**src/rtl/scl_pkg.sv**
```systemverilog
// Shared constants, controller state type and command/status structs of the
// shuffled three-LCG uniform generator.
// No dependencies; every other file of the block but scl_ram imports this package.
package scl_pkg;

    // Field and state widths.
    localparam int LCG_W          = 18;
    localparam int DEV_W          = 36;
    localparam int SEED_W         = 31;
    localparam int TABLE_SIZE_DEF = 97;

    localparam logic [SEED_W-1:0] SEED_RESET = 31'd1;

    // Generator constants: x' = (MUL * x + INC) mod MOD.
    localparam longint unsigned MOD_A = 259200;
    localparam longint unsigned MUL_A = 7141;
    localparam longint unsigned INC_A = 54773;
    localparam longint unsigned MOD_B = 134456;
    localparam longint unsigned MUL_B = 8121;
    localparam longint unsigned INC_B = 28411;
    localparam longint unsigned MOD_C = 243000;
    localparam longint unsigned MUL_C = 4561;
    localparam longint unsigned INC_C = 51349;

    // Reciprocal division: quotient estimate is at most one below the true value.
    localparam int RECIP_SHIFT = 31;
    localparam int LCG_Q_W     = 14;
    localparam int PROD_W      = 48;

    // Seed reduction works on a 32-bit sum, so it needs one more shift bit.
    localparam int              SEED_SUM_W  = 32;
    localparam int              SEED_SHIFT  = 32;
    localparam int              SEED_Q_W    = 15;
    localparam longint unsigned SEED_RECIP  = (64'd1 << SEED_SHIFT) / MOD_A;

    // Slot scaling divides by the third generator's modulus.
    localparam longint unsigned SLOT_RECIP = (64'd1 << RECIP_SHIFT) / MOD_C;

    // Controller states.
    typedef enum logic [3:0] {
        ST_IDLE,
        ST_SEED_WAIT,
        ST_SEED_LOAD,
        ST_SEED_HOLD,
        ST_SEED_A1,
        ST_SEED_B,
        ST_SEED_A2,
        ST_SEED_C,
        ST_FILL_STEP,
        ST_FILL_WR,
        ST_DRAW_STEP,
        ST_DRAW_SLOT1,
        ST_DRAW_SLOT2,
        ST_DRAW_READ,
        ST_DRAW_DONE
    } t_state;

    // Commands from the controller to the datapath.
    typedef struct packed {
        logic load_first;
        logic load_second;
        logic load_third;
        logic step_ab;
        logic step_c;
        logic cnt_clr;
        logic fill_wr;
        logic tbl_rd;
        logic draw_done;
    } t_dp_cmd;

    // Status from the datapath to the controller.
    typedef struct packed {
        logic cnt_last;
    } t_dp_sts;

endpackage

```
**src/rtl/scl_ctrl.sv**
```systemverilog
// Controller state machine: handshakes, seeding sequence and draw sequence.
// Depends on scl_pkg for the state type and the command/status structs.
module scl_ctrl (
    input  logic             i_clk,
    input  logic             i_rst_n,
    input  logic             i_req_valid,
    input  logic             i_req_reseed,
    output logic             o_req_ready,
    output logic             o_rsp_valid,
    input  logic             i_rsp_ready,
    output scl_pkg::t_dp_cmd o_cmd,
    input  scl_pkg::t_dp_sts i_sts
);
    import scl_pkg::*;

    t_state r_state;
    t_state n_state;
    logic   r_seeded;
    logic   n_seeded;
    logic   r_out_valid;
    logic   n_out_valid;
    logic   out_free;

    assign out_free = !r_out_valid || i_rsp_ready;

    // Next state.
    always_comb begin
        n_state = r_state;
        case (r_state)
            ST_IDLE: begin
                if (i_req_valid) begin
                    n_state = (i_req_reseed || !r_seeded) ? ST_SEED_WAIT : ST_DRAW_STEP;
                end
            end
            ST_SEED_WAIT:  n_state = ST_SEED_LOAD;
            ST_SEED_LOAD:  n_state = ST_SEED_HOLD;
            ST_SEED_HOLD:  n_state = ST_SEED_A1;
            ST_SEED_A1:    n_state = ST_SEED_B;
            ST_SEED_B:     n_state = ST_SEED_A2;
            ST_SEED_A2:    n_state = ST_SEED_C;
            ST_SEED_C:     n_state = ST_FILL_STEP;
            ST_FILL_STEP:  n_state = ST_FILL_WR;
            ST_FILL_WR: begin
                n_state = i_sts.cnt_last ? ST_DRAW_STEP : ST_FILL_STEP;
            end
            ST_DRAW_STEP:  n_state = ST_DRAW_SLOT1;
            ST_DRAW_SLOT1: n_state = ST_DRAW_SLOT2;
            ST_DRAW_SLOT2: n_state = ST_DRAW_READ;
            ST_DRAW_READ:  n_state = ST_DRAW_DONE;
            ST_DRAW_DONE: begin
                if (out_free) begin
                    n_state = ST_IDLE;
                end
            end
            default:       n_state = ST_IDLE;
        endcase
    end

    // Datapath commands. A generator steps only when its first stage has
    // caught up with its current value, so a state without a step follows each change.
    always_comb begin
        o_cmd = '0;
        case (r_state)
            ST_SEED_LOAD:  o_cmd.load_first  = 1'b1;
            ST_SEED_A1:    o_cmd.step_ab     = 1'b1;
            ST_SEED_B:     o_cmd.load_second = 1'b1;
            ST_SEED_A2: begin
                // The second generator is loaded again so that it keeps its
                // seed while the first one takes its step.
                o_cmd.step_ab     = 1'b1;
                o_cmd.load_second = 1'b1;
            end
            ST_SEED_C: begin
                o_cmd.load_third = 1'b1;
                o_cmd.cnt_clr    = 1'b1;
            end
            ST_FILL_STEP:  o_cmd.step_ab     = 1'b1;
            ST_FILL_WR:    o_cmd.fill_wr     = 1'b1;
            ST_DRAW_STEP: begin
                o_cmd.step_ab = 1'b1;
                o_cmd.step_c  = 1'b1;
            end
            ST_DRAW_READ:  o_cmd.tbl_rd      = 1'b1;
            ST_DRAW_DONE:  o_cmd.draw_done   = out_free;
            default:       o_cmd = '0;
        endcase
    end

    // Seeded flag and output valid.
    always_comb begin
        n_seeded = r_seeded;
        if (r_state == ST_FILL_WR && i_sts.cnt_last) begin
            n_seeded = 1'b1;
        end
        n_out_valid = r_out_valid;
        if (r_state == ST_DRAW_DONE && out_free) begin
            n_out_valid = 1'b1;
        end else if (i_rsp_ready) begin
            n_out_valid = 1'b0;
        end
    end

    always_ff @(posedge i_clk) begin
        if (!i_rst_n) begin
            r_state     <= ST_IDLE;
            r_seeded    <= 1'b0;
            r_out_valid <= 1'b0;
        end else begin
            r_state     <= n_state;
            r_seeded    <= n_seeded;
            r_out_valid <= n_out_valid;
        end
    end

    assign o_req_ready = (r_state == ST_IDLE);
    assign o_rsp_valid = r_out_valid;

endmodule

```
**config.mk**
```make
export PLATFORM = sky130hd
export DESIGN_NAME = scl_ctrl
export DESIGN_NICKNAME = d
export VERILOG_FILES = /design/src/rtl/scl_pkg.sv /design/src/rtl/scl_ctrl.sv
export SDC_FILE = /design/constraint.sdc
export NUM_CORES = 1
export LEC_CHECK = 0
export BUFFER_PORTS_ARGS = -buffer_cell sky130_fd_sc_hd__clkbuf_2
export CAP_MARGIN = 5
export CORE_AREA = 2 2 39 41
export DETAILED_ROUTE_END_ITERATION = 7
export DIE_AREA = 0 0 41 43
export PLACE_DENSITY = 0.56
export RECOVER_POWER = 25
export SYNTH_ARGS = -nofsm -noshare
export SYNTH_HDL_FRONTEND = slang
export SYNTH_SLANG_ARGS = --single-unit
```
**constraint.sdc**
```tcl
create_clock -name i_clk -period 2.9 [get_ports i_clk]
set_clock_uncertainty 0.15 [all_clocks]
set_input_delay 0.29 -clock i_clk [delete_from_list [all_inputs] [get_ports i_clk]]
set_output_delay 0.29 -clock i_clk [all_outputs]
set_load 0.02 [all_outputs]
```
==> metrics.yaml <==
status: "completed"
slowest_delay_ps: 630
grt_max_degree: 20
fmax_ghz: 0.499
antenna_found_initial: 0
drv_slew: 0
synth_seq_cells: 6
cap_violations: 0
syn_area_um2: 462
core_um2: 1380
die_w_um: 41
setup_viol: 0
ctsResizeCount: 0
fin_ws_ps: 895
setup.worst_path.end_class: "output port"
synth.distinct_cells: 31
num_vias: 444
clkSinkCount: 6
start_util_pct: 33.4
pre_cts_ws_ps: 1170
critical-path-top-delay-family: "flip-flops"
dp.cells: 82
drtPass1Iterations: 3
grt_first_pass_wirelength_mm: 1.63
whs_ps: 159
drt-total-wl_mm: 1.05
multi_input_area_um2: 279
yosysSeqAreaShare_pct: 26.0
cp_cell_sequence: "nand3_1, nor3_1, clkbuf_2"
overflow: 0
yosysWarnings: 0
rsz0062_at_grt: "false"
crit_slowest_cell: "dfxtp_1"
netlist_instances: 57
clk_pin_slew_ps: 50
grt.total_usage_pct: 14.2
cts_root_buffer: "clkbuf_4"
cts_hold_buf: 0
slew_headroom_pct: 60.2
mostFrequentLayoutCell: "clkbuf_2"
setup_tns_ps: 0
start_kind: "register"
seq_area_um2: 120
cts_setup_buffers: 0
worstPathArrival_ps: 1560
path_class: "register to output port"
total_power_mw: 0.213
gp_congestion: 0.745
grt_pass1_vias: 376
stdcell_area_um2: 528
viasPerCell: 5.22
worst-path-buf-inv: 1
tightest_slew_ps: 596
synthToLayoutAreaGrowth_pct: 14.4
routedWlPerCell_um: 12.4
nets: 77
drt_iter0_drc: 2
synth_fp_nets: 63
die_y_um: 43
cts_tree: "done"
syn_avg_cell_area_um2: 8.10
p_per_area_nw_per_um2: 403
drive_gt1_share_pct: 30.4
portBuffers: 16
row_count: 14
fin_cells: 85
post-route-util_pct: 38.2
dp_hpwl_um: 684
hold_viol: 0
cts.path.max_buffers: 2
cts_buffers: 3
io_pins: 17
holdCritPathClass: "primary input to register"
diodes: 0
postRouteAntennaNets: 0
period_minus_slack_ps: 2000
fin_crit_sh_pct: 69.1
insertion_delay_ps: 250
postPlaceCellArea_um2: 507
final_cell_mix: "15 x clkbuf_2, 6 x dfxtp_1, 4 x nor2_1, 4 x a21oi_1"
max-vdd-ir-drop_mv: 0.187
dieArea_um2: 1760
fillers: 157
p_leak_nw: 0.211
path_max_fanout: 17
htree_levels: 1
cp.required_ps: 2460
drc: 0
==> per-layer routing <==
layer  share of wire [%]  vias to the layer above  global-route usage [%]
li1                    -                      225                       -
met5                   0                        -                       0
met4                 3.9                        0                    14.0
met1                  48                      199                    17.4
met2                  43                       15                    19.7
met3                 4.9                        5                    1.57
==> cells in the mapped netlist <==
library cell	instances	area [um^2]
dfxtp_1	6	120
nor3b_1	1	7.51
clkbuf_1	1	3.75
nand3b_1	1	7.51
dlygate4sd1_1	1	8.76
a21boi_1	2	15.0
and3b_1	1	8.76
or4_4	1	11.3
nor2b_1	2	12.5
buf_6	2	22.5
a2bb2oi_1	1	8.76
or4_1	1	7.51
nand3_1	2	10.0
o211ai_1	1	7.51
a21oi_1	4	20.0
o21ai_0	3	15.0
a2111oi_0	1	8.76
o21a_1	1	7.51
o221a_1	1	11.3
inv_1	2	7.51
nor2_1	4	15.0
buf_4	2	15.0
nor4bb_1	1	10.0
nand2_1	3	11.3
and2b_4	1	10.0
nand2b_1	3	18.8
o32ai_2	1	16.3
xnor2_1	2	17.5
buf_2	1	5.00
nor3_1	3	15.0
and3_1	1	6.26
==> cell families (layout without fill, tap and decap cells) <==
| kind of cell | after synthesis | count (layout) | share of synthesized area, % |
|---|---|---|---|
| XOR/XNOR | 2 | 2 | 3.79 |
| buffers and inverters | 9 | 21 | 13.5 |
| AO/OA/AOI/OAI | 15 | 15 | 23.8 |
| flip-flops | 6 | 6 | 26.0 |
| AND/OR/NAND/NOR | 25 | 25 | 32.8 |
==> state kept, by name, summed over array words and instances, names as in the netlist <==
| register | count |
|---|---|
| r_state | 4 |
| o_rsp_valid | 1 |
| r_seeded | 1 |
==> where the power goes <==
group	internal [mW]	switching [mW]
registers	0.0853	0.0109
clock network	0.0471	0.0350
logic	0.0179	0.0163
==> path summary, 6_finish.rpt <==
kind / endpoint / slack (ps) / cells after the start / start
min: r_seeded$_SDFFE_PN0P_ / 160 / 3 / i_sts
max: o_cmd[0] / 900 / 3 / r_state[2]$_SDFFE_PN0P_
max reg2reg: r_state[3]$_SDFFE_PN0P_ / 1120 / 4 / r_state[2]$_SDFFE_PN0P_
min reg2reg: r_seeded$_SDFFE_PN0P_ / 340 / 2 / r_seeded$_SDFFE_PN0P_
==> worst reg2reg max path, cell delays in order (launching register included) <==
cell	delay, ps
dfxtp_1	630
nand3_1	290
o32ai_2	310
a21oi_1	70
o221a_1	220
==> cell type report <==
type,instances,area share [%]
timing repair buffer,16,14.9
inverter,2,1.42
sequential,6,22.7
clock buffer,3,4.27
tap,16,3.79
multi-input combinational,42,52.8
Note: power is estimated with default switching activity, not from simulation.
